`config.mk`:
```
export PLATFORM = sky130hd
export DESIGN_NAME = rc_ppm_pulse_decoder_unit
export DESIGN_NICKNAME = d
export VERILOG_FILES = /design/src/rtl/rppd_pkg.sv /design/src/rtl/rppd_in_stage.sv /design/src/rtl/rppd_core.sv /design/src/rtl/rc_ppm_pulse_decoder_unit.sv
export VERILOG_INCLUDE_DIRS = /design/src /design/src/rtl
export SDC_FILE = /design/constraint.sdc
export NUM_CORES = 1
export LEC_CHECK = 0
export ABC_AREA = 1
export BUFFER_PORTS_ARGS = -buffer_cell sky130_fd_sc_hd__buf_2
export CAP_MARGIN = 30
export CORE_UTILIZATION = 40
export DETAILED_ROUTE_END_ITERATION = 8
export HOLD_SLACK_MARGIN = 0.02
export PLACE_DENSITY = 0.56
export SYNTH_ARGS = -nofsm -noshare
export SYNTH_HDL_FRONTEND = slang
export SYNTH_SLANG_ARGS = --single-unit
```
`constraint.sdc`:
```
create_clock -name clock -period 4.15 [get_ports clock]
set_input_delay 0.415 -clock clock [delete_from_list [all_inputs] [get_ports clock]]
set_output_delay 0.415 -clock clock [all_outputs]
set_load 0.1 [all_outputs]
```
`src/rtl/rc_ppm_pulse_decoder_unit_macros.svh`:
```
// ----------------------------------------------------------------------------
// RC PPM pulse decoder assertion macros
// Shared property wrappers for the decoder's concurrent checks.
// ----------------------------------------------------------------------------
`ifndef RC_PPM_PULSE_DECODER_UNIT_MACROS_SVH
`define RC_PPM_PULSE_DECODER_UNIT_MACROS_SVH

// same-cycle implication, disabled while reset is high
`define RPPD_ASSERT_NOW(label, clk, rst, ante, cons, msg) \
   label: assert property (@(posedge clk) disable iff (rst) (ante) |-> (cons)) \
      else $error(msg);

// next-cycle implication, disabled while reset is high
`define RPPD_ASSERT_NEXT(label, clk, rst, ante, cons, msg) \
   label: assert property (@(posedge clk) disable iff (rst) (ante) |=> (cons)) \
      else $error(msg);

`endif

```
`src/rtl/rppd_pkg.sv`:
```
// ----------------------------------------------------------------------------
// RC PPM pulse decoder package
// Types and constants shared by the decoder's modules.
// ----------------------------------------------------------------------------
package rppd_pkg;

   localparam int SLOT_W    = 6;   // signed slot, -1 .. 31
   localparam int STAMP_W   = 16;
   localparam int INDEX_W   = 4;
   localparam int VALUE_W   = 8;
   localparam int CSR_IDX_W = 2;

   localparam logic [SLOT_W-1:0] SLOT_RESTART = '1;          // minus one
   localparam logic [SLOT_W-1:0] SLOT_FIRST   = '0;
   localparam logic [SLOT_W-1:0] SLOT_MAX     = SLOT_W'(31);
   localparam logic [SLOT_W-1:0] SLOT_CHECK   = SLOT_W'(5);
   localparam logic [SLOT_W-1:0] SLOT_GOOD    = SLOT_W'(7);

   localparam logic [STAMP_W-1:0] WIDTH_HI_MASK = 16'hff00;
   localparam logic [STAMP_W-1:0] WIDTH_HI_TAG  = 16'h0100;
   localparam logic [STAMP_W-1:0] WIDTH_LO_MASK = 16'h00ff;

   typedef enum logic {
      MODE_EDGE    = 1'b0,
      MODE_TIMEOUT = 1'b1
   } mode_type;

   typedef enum logic [CSR_IDX_W-1:0] {
      CSR_COMBINED_TRAIN = 2'd0,
      CSR_START_POLARITY = 2'd1
   } csr_index_type;

   typedef struct packed {
      mode_type             mode;
      logic [STAMP_W-1:0]   timestamp;
   } item_type;

   typedef struct packed {
      logic combined_train;
      logic start_polarity;
   } cfg_type;

   typedef struct packed {
      logic [SLOT_W-1:0]  slot_index;
      logic [STAMP_W-1:0] previous_edge;
      logic               frame_valid;
      logic               new_values;
      logic               signal_good;
      logic               first_timeout_seen;
      logic               edge_select;
      logic               long_period;
      logic [STAMP_W-1:0] bad_frames;
   } state_type;

   typedef struct packed {
      logic               channel_write;
      logic [INDEX_W-1:0] channel_index;
      logic [VALUE_W-1:0] channel_value;
      logic               frame_ready;
      logic               signal_present;
      logic [STAMP_W-1:0] bad_frame_count;
      logic               capture_rising;
      logic               long_timeout;
   } result_type;

endpackage

```
`src/rtl/rppd_in_stage.sv`:
```
// ----------------------------------------------------------------------------
// RC PPM pulse decoder input register
// Holds one accepted request until the decode stage takes it.
// ----------------------------------------------------------------------------
module rppd_in_stage
   import rppd_pkg::*;
(
   input  logic     clock,
   input  logic     reset,
   input  logic     req_valid,
   output logic     req_ready,
   input  item_type req_item,
   input  logic     advance,
   output logic     item_valid,
   output item_type item
);

   logic     valid_ff;
   logic     valid_in;
   item_type item_ff;
   logic     accept;

   assign req_ready = !valid_ff || advance;
   assign accept    = req_valid && req_ready;

   always_comb begin
      if (accept) begin
         valid_in = 1'b1;
      end else if (advance) begin
         valid_in = 1'b0;
      end else begin
         valid_in = valid_ff;
      end
   end

   always_ff @(posedge clock) begin
      if (reset) begin
         valid_ff <= 1'b0;
      end else begin
         valid_ff <= valid_in;
      end
   end

   always_ff @(posedge clock) begin
      if (accept) begin
         item_ff <= req_item;
      end
   end

   assign item_valid = valid_ff;
   assign item       = item_ff;

endmodule

```
`src/rtl/rppd_core.sv`:
```
// ----------------------------------------------------------------------------
// RC PPM pulse decoder core
// Frame state, per-event update and the result register.
// ----------------------------------------------------------------------------
module rppd_core
   import rppd_pkg::*;
#(
   parameter int CHANNEL_SLOTS = 16
)
(
   input  logic       clock,
   input  logic       reset,
   input  cfg_type    cfg,
   input  logic       item_valid,
   input  item_type   item,
   output logic       advance,
   output logic       rsp_valid,
   input  logic       rsp_ready,
   output result_type rsp
);

   state_type  state_ff;
   state_type  state_in;
   result_type rsp_ff;
   result_type rsp_in;
   logic       rsp_valid_ff;
   logic       rsp_valid_in;
   logic       fire;

   logic [STAMP_W-1:0] width;
   logic               slot_neg;
   logic               slot_ge_check;
   logic               slot_ge_good;
   logic               in_range;
   logic               restart;
   logic               good;

   assign advance = !rsp_valid_ff || rsp_ready;
   assign fire    = item_valid && advance;

   assign width         = (item.timestamp - state_ff.previous_edge) >> 1;
   assign slot_neg      = state_ff.slot_index[SLOT_W-1];
   assign slot_ge_check = !slot_neg && (state_ff.slot_index >= SLOT_CHECK);
   assign slot_ge_good  = !slot_neg && (state_ff.slot_index >= SLOT_GOOD);
   assign in_range      = !slot_neg &&
                          (32'(state_ff.slot_index[SLOT_W-2:0]) < CHANNEL_SLOTS);

   always_comb begin
      state_in = state_ff;
      restart  = 1'b0;
      good     = 1'b0;
      rsp_in   = '0;

      if (item.mode == MODE_EDGE) begin
         state_in.first_timeout_seen = 1'b0;
         if (!cfg.combined_train) begin
            state_in.edge_select = !state_ff.edge_select;
            state_in.long_period = 1'b0;
         end
         state_in.previous_edge = item.timestamp;
         if (state_ff.slot_index == SLOT_FIRST) begin
            state_in.frame_valid = 1'b1;
         end else begin
            if ((width & WIDTH_HI_MASK) != WIDTH_HI_TAG) begin
               state_in.frame_valid = 1'b0;
            end
            if (in_range) begin
               rsp_in.channel_write = 1'b1;
               rsp_in.channel_index = state_ff.slot_index[INDEX_W-1:0];
               rsp_in.channel_value = VALUE_W'(width & WIDTH_LO_MASK);
            end
         end

         // combined train checks every slot from 5 on, separate pulses only at 5
         if (cfg.combined_train) begin
            if (slot_ge_check) begin
               if (state_in.frame_valid) begin
                  good = slot_ge_good;
               end else begin
                  restart = 1'b1;
               end
            end
         end else if (state_ff.slot_index == SLOT_CHECK) begin
            good    = state_in.frame_valid;
            restart = !state_in.frame_valid;
         end

         if (good) begin
            state_in.new_values  = 1'b1;
            state_in.signal_good = 1'b1;
         end

         if (restart) begin
            state_in.slot_index = SLOT_FIRST;   // back to the first slot (zero), then counted up
         end else if (state_ff.slot_index != SLOT_MAX) begin
            state_in.slot_index = state_ff.slot_index + SLOT_W'(1);
         end
      end else begin
         if (!cfg.combined_train) begin
            restart                     = state_ff.first_timeout_seen;
            state_in.first_timeout_seen = 1'b1;
            state_in.long_period        = 1'b1;
         end
         state_in.slot_index = SLOT_FIRST;
      end

      if (restart) begin
         state_in.bad_frames  = state_ff.bad_frames + STAMP_W'(1);
         state_in.new_values  = 1'b0;
         state_in.signal_good = 1'b0;
         if (!cfg.combined_train) begin
            state_in.edge_select = cfg.start_polarity;
         end
      end

      rsp_in.frame_ready     = state_in.new_values;
      rsp_in.signal_present  = state_in.signal_good;
      rsp_in.bad_frame_count = state_in.bad_frames;
      rsp_in.capture_rising  = state_in.edge_select;
      rsp_in.long_timeout    = state_in.long_period;
   end

   always_comb begin
      if (fire) begin
         rsp_valid_in = 1'b1;
      end else if (rsp_ready) begin
         rsp_valid_in = 1'b0;
      end else begin
         rsp_valid_in = rsp_valid_ff;
      end
   end

   always_ff @(posedge clock) begin
      if (reset) begin
         state_ff.slot_index         <= SLOT_RESTART;
         state_ff.previous_edge      <= '0;
         state_ff.frame_valid        <= 1'b0;
         state_ff.new_values         <= 1'b0;
         state_ff.signal_good        <= 1'b0;
         state_ff.first_timeout_seen <= 1'b0;
         state_ff.edge_select        <= 1'b0;
         state_ff.long_period        <= 1'b0;
         state_ff.bad_frames         <= '0;
         rsp_valid_ff                <= 1'b0;
      end else begin
         if (fire) begin
            state_ff <= state_in;
         end
         rsp_valid_ff <= rsp_valid_in;
      end
   end

   always_ff @(posedge clock) begin
      if (fire) begin
         rsp_ff <= rsp_in;
      end
   end

   assign rsp_valid = rsp_valid_ff;
   assign rsp       = rsp_ff;

endmodule

```
`src/rtl/rc_ppm_pulse_decoder_unit.sv`:
```
// ----------------------------------------------------------------------------
// RC PPM pulse decoder unit
// Turns capture and timeout events into channel writes and frame status.
// ----------------------------------------------------------------------------
// Throughput: one request per clock while the result register is empty or
// being taken. A request is held in the input register, then registered
// into the result register, where it waits until the receiver takes it.
// Reset (synchronous, active high) empties both registers, sets the slot
// count to minus one and restores the configuration register defaults.
module rc_ppm_pulse_decoder_unit
   import rppd_pkg::*;
#(
   parameter int CHANNEL_SLOTS = 16
)
(
   input  logic                 clock,
   input  logic                 reset,
   input  logic                 req_tvalid,
   output logic                 req_tready,
   input  logic [15:0]          req_tdata,   // timestamp[15:0]
   input  logic                 req_tuser,   // mode
   output logic                 rsp_tvalid,
   input  logic                 rsp_tready,
   // channel_index[3:0], channel_value[11:4], frame_ready[12],
   // signal_present[13], bad_frame_count[29:14], capture_rising[30],
   // long_timeout[31]
   output logic [31:0]          rsp_tdata,
   output logic                 rsp_tuser,   // channel_write
   input  logic                 csr_valid,
   output logic                 csr_ready,
   input  logic [CSR_IDX_W-1:0] csr_index,
   input  logic                 csr_data
);

`include "rc_ppm_pulse_decoder_unit_macros.svh"

   cfg_type    cfg_ff;
   cfg_type    cfg_in;
   item_type   req_item;
   item_type   item;
   logic       item_valid;
   logic       advance;
   result_type rsp;

   assign csr_ready = 1'b1;

   always_comb begin
      cfg_in = cfg_ff;
      if (csr_valid) begin
         unique case (csr_index)
            CSR_COMBINED_TRAIN: cfg_in.combined_train = csr_data;
            CSR_START_POLARITY: cfg_in.start_polarity = csr_data;
            default: ;
         endcase
      end
   end

   always_ff @(posedge clock) begin
      if (reset) begin
         cfg_ff.combined_train <= 1'b1;
         cfg_ff.start_polarity <= 1'b0;
      end else begin
         cfg_ff <= cfg_in;
      end
   end

   assign req_item.mode      = mode_type'(req_tuser);
   assign req_item.timestamp = req_tdata;

   rppd_in_stage u_in_stage (
      .clock      (clock),
      .reset      (reset),
      .req_valid  (req_tvalid),
      .req_ready  (req_tready),
      .req_item   (req_item),
      .advance    (advance),
      .item_valid (item_valid),
      .item       (item)
   );

   rppd_core #(
      .CHANNEL_SLOTS (CHANNEL_SLOTS)
   ) u_core (
      .clock      (clock),
      .reset      (reset),
      .cfg        (cfg_ff),
      .item_valid (item_valid),
      .item       (item),
      .advance    (advance),
      .rsp_valid  (rsp_tvalid),
      .rsp_ready  (rsp_tready),
      .rsp        (rsp)
   );

   assign rsp_tuser = rsp.channel_write;
   assign rsp_tdata = {rsp.long_timeout, rsp.capture_rising, rsp.bad_frame_count,
                       rsp.signal_present, rsp.frame_ready, rsp.channel_value,
                       rsp.channel_index};

   `RPPD_ASSERT_NEXT(a_item_to_result, clock, reset, item_valid && advance,
                     rsp_tvalid, "held request did not reach the result register")
   `RPPD_ASSERT_NOW(a_stall_only_on_full, clock, reset, !req_tready,
                    rsp_tvalid && !rsp_tready, "input stalled with output free")
   `RPPD_ASSERT_NOW(a_no_write_clean, clock, reset, rsp_tvalid && !rsp_tuser,
                    rsp_tdata[11:0] == 12'd0, "channel fields set without a write")

endmodule
```
==> run summary <==
Root Driver - clkbuf_16
Slowest stage delay, CP - 0.40 ns
CP top delay family - simple AND/OR/NAND/NOR gates
Register area share after synthesis - 45.4%
Setup-failing EPs final - 0
Final net count - 758
Max Root-Sink Buffers - 2
Power Density - 399 nW/µm²
Die Y - 119 µm
Area delta synth->final - 14.0%
Worst path bufs/invs - 4
Congestion Overflow GR - 0
1st-pass router iterations - 5
Setup Fix Bufs, Post-CTS - 0
Antenna Cells - 0
Slew Viols, Final - 0
Post-Syn Instances - 656
Pin count of the biggest net entering global routing - 26
Synth Warn # - 0
# IOs - 61
Net Count, Synth - 701
Critical Path End Type - register
Most frequent cells in the layout - nand2_1 (149), inv_1 (115), buf_2 (59), nand3_1 (57), edfxtp_1 (50)
Register bit total from synthesis - 98
CP Data Arrival Time - 2.73 ns
# DRC - 0
Crit path cell chain - inv_1 > nand2_1 > inv_1 > fa_1 > inv_1 > nand3_1 > nand3_1 > nand2_1 > nand3_1 > nand2_1 > nand2_1 > inv_1 > nand2_2 > nor2_4 > nand2_4 > nand4_4 > nand3_1 > nand2_1
Clock sink count - 98
Final Hold Violating Endpoints - 0
Post-layout util - 46.7%
Placement Setup Slack - 1.52 ns
Die X - 119 µm
Slew @ Worst Pin - 0.968 ns
Status - finished clean
CTS Hold Buffers Added - 0
Average size of a mapped cell - 8.28 µm²
Max_cap viols - 0
Placed Area - 5860 µm²
CTS tree - done
WL/cell - 13.3 µm
Period utilization - 63.3%
Vias - 4,251
Cell variety after synth - 42
Std cell rows - 42
Reg clk slew, reported paths - 0.07 ns
Port Buf Inserts - 59
CP Class - reg2reg
Drt total wl - 11.9 mm
RSZ-0062 raised after global routing - false
PnR worst setup slack - 1.52 ns
CTS H-tree lvls - 3
Vias in the first global route - 4,049
Number of synthesized flops with an enable pin - 50
Share of post-route cells with drive strength above 1 - 19.5%
Cell repeated most along the worst path - nand2_1
Die area - 14,000 µm²
Fmax - 381 MHz
Post-layout min period - 2.63 ns
GRT Total Usage - 17.8%
Post-route ant nets - 0
Core Region - 13,200 µm²
Most common cell after layout, fill and taps aside - nand2_1
Slew HR - 35.3%
Mapped cell area - 5430 µm²
Initial antenna violation count - 0
Initial core utilization - 41.0%
CP max-delay cell - fa_1
Dpl hpwl - 8.41 mm
Fin Clk Skew - 0.0140 ns
Gpl congestion - 0.880
CTS-repair resized insts - 0
Worst-Skew Late Latency - 0.36 ns
Design Area, Final - 6190 µm²
Worst Path Required - 4.25 ns
Lkg Pwr - 2.93 nW
Worst hold slack - 0.228 ns
# fillers - 1,304
Async S/R FF share, synth - 0%
TritonCTS Buffers - 9
Global-route wire length before repair - 19.7 mm
Setup tns final - 0 ns
Worst setup SP type - register
IR drop worst, VDD - 0.191 mV
Crit-path max FO - 17
Worst min path class - in2reg
Top FF cell, synth - edfxtp_1
Vias per inst - 4.76
Violation count after the first detailed-route iteration - 231
[sequential cells by signal, indices dropped and copies added (netlist names)]
signal,cells
cfg_ff,2
u_core.rsp,33
u_core.rsp_valid,1
u_core.slot_neg,1
u_core.state_ff,43
u_in_stage.item,17
u_in_stage.item_valid,1
[cells by family (layout without fill, tap and decap cells)]
| group | after synthesis | after routing | share of synthesized area [%] |
|---|---|---|---|
| adder cells (fa/ha/maj) | 20 | 20 | 4.75 |
| AO/OA/AOI/OAI | 77 | 77 | 7.70 |
| flip-flops | 98 | 98 | 45.4 |
| XOR/XNOR | 20 | 20 | 3.23 |
| other | 1 | 1 | 0.0691 |
| AND/OR/NAND/NOR | 302 | 302 | 28.5 |
| buffers and inverters | 138 | 200 | 10.4 |
[worst reg2reg max path, stage by stage, from the launching register on]
cell and delay, ns:
edfxtp_1 0.32, inv_1 0.04, nand2_1 0.08, inv_1 0.06
fa_1 0.40, inv_1 0.09, nand3_1 0.06, nand3_1 0.16
nand2_1 0.09, nand3_1 0.07, nand2_1 0.05, nand2_1 0.05
inv_1 0.04, nand2_2 0.08, nor2_4 0.05, nand2_4 0.09
nand4_4 0.32, nand3_1 0.23, nand2_1 0.10
[final cells by class]
cell class              instances  area (µm²)  area share [%]
repair buffers                 63         325            5.26
inverters                     121         454            7.34
multi-input cells             420        2400            38.8
flip-flops and latches         98        2460            39.8
clock inverters                 3        23.8           0.384
well taps                     176         220            3.56
clock buffers                  13         303            4.89
[synth_stat cells (2+ instances only)]
| master | number | share of area (%) |
|---|---|---|
| o21ai_0 | 26 | 2.4 |
| or2_2 | 2 | 0.23 |
| buf_8 | 2 | 0.55 |
| xor2_1 | 19 | 3.1 |
| inv_2 | 5 | 0.35 |
| clkbuf_1 | 10 | 0.69 |
| inv_1 | 115 | 8.0 |
| nor4_1 | 4 | 0.46 |
| edfxtp_1 | 50 | 28 |
| ha_1 | 19 | 4.4 |
| nor3_2 | 2 | 0.37 |
| nand3b_1 | 3 | 0.41 |
| buf_4 | 2 | 0.28 |
| a21oi_1 | 39 | 3.6 |
| nand3_2 | 29 | 5.3 |
| a21oi_2 | 2 | 0.32 |
| nand2_4 | 3 | 0.62 |
| buf_2 | 2 | 0.18 |
| nand3_1 | 57 | 5.3 |
| nand4_1 | 7 | 0.81 |
| nand2_2 | 9 | 1.0 |
| nor3_1 | 7 | 0.65 |
| nand2_1 | 149 | 10 |
| nor2_1 | 23 | 1.6 |
| nor2_2 | 3 | 0.35 |
| dfxtp_1 | 48 | 18 |
| a31oi_1 | 4 | 0.46 |
[where the power goes]
group / leakage (nW) / internal [W] / switching, W / total, W
sequential: 0.885 / 0.00108 / 0.0000334 / 0.00111
clock: 0.163 / 0.000516 / 0.000377 / 0.000894
combinational: 1.88 / 0.000122 / 0.000342 / 0.000464
[through the flow]
stage                     total power [W]  cells
after floorplan                   0.00150    656
after global placement            0.00159    878
after global routing              0.00258    894
after detailed placement          0.00159    878
final                             0.00247    894
after CTS                         0.00248    894
[worst paths after layout]
| check | from | end | slack, ns | cells past startpoint |
|---|---|---|---|---|
| max | u_in_stage.item[0] | u_core.rsp[14] | 1.52 | 18 |
| min | req_tdata[12] | u_in_stage.item[12] | 0.23 | 1 |
| max reg2reg | u_in_stage.item[0] | u_core.rsp[14] | 1.52 | 18 |
| min reg2reg | u_core.state_ff[16] | u_core.state_ff[16] | 0.47 | 2 |
[metal layers]
| layer | routed length [µm] | GRT usage, % | up-vias |
|---|---|---|---|
| met4 | 264 | 8.07 | 0 |
| li1 | - | - | 2238 |
| met2 | 4950 | 26.7 | 82 |
| met3 | 470 | 3.14 | 16 |
| met5 | 0 | 0 | - |
| met1 | 6200 | 25.0 | 1915 |
(Power assumes the default switching activity.)
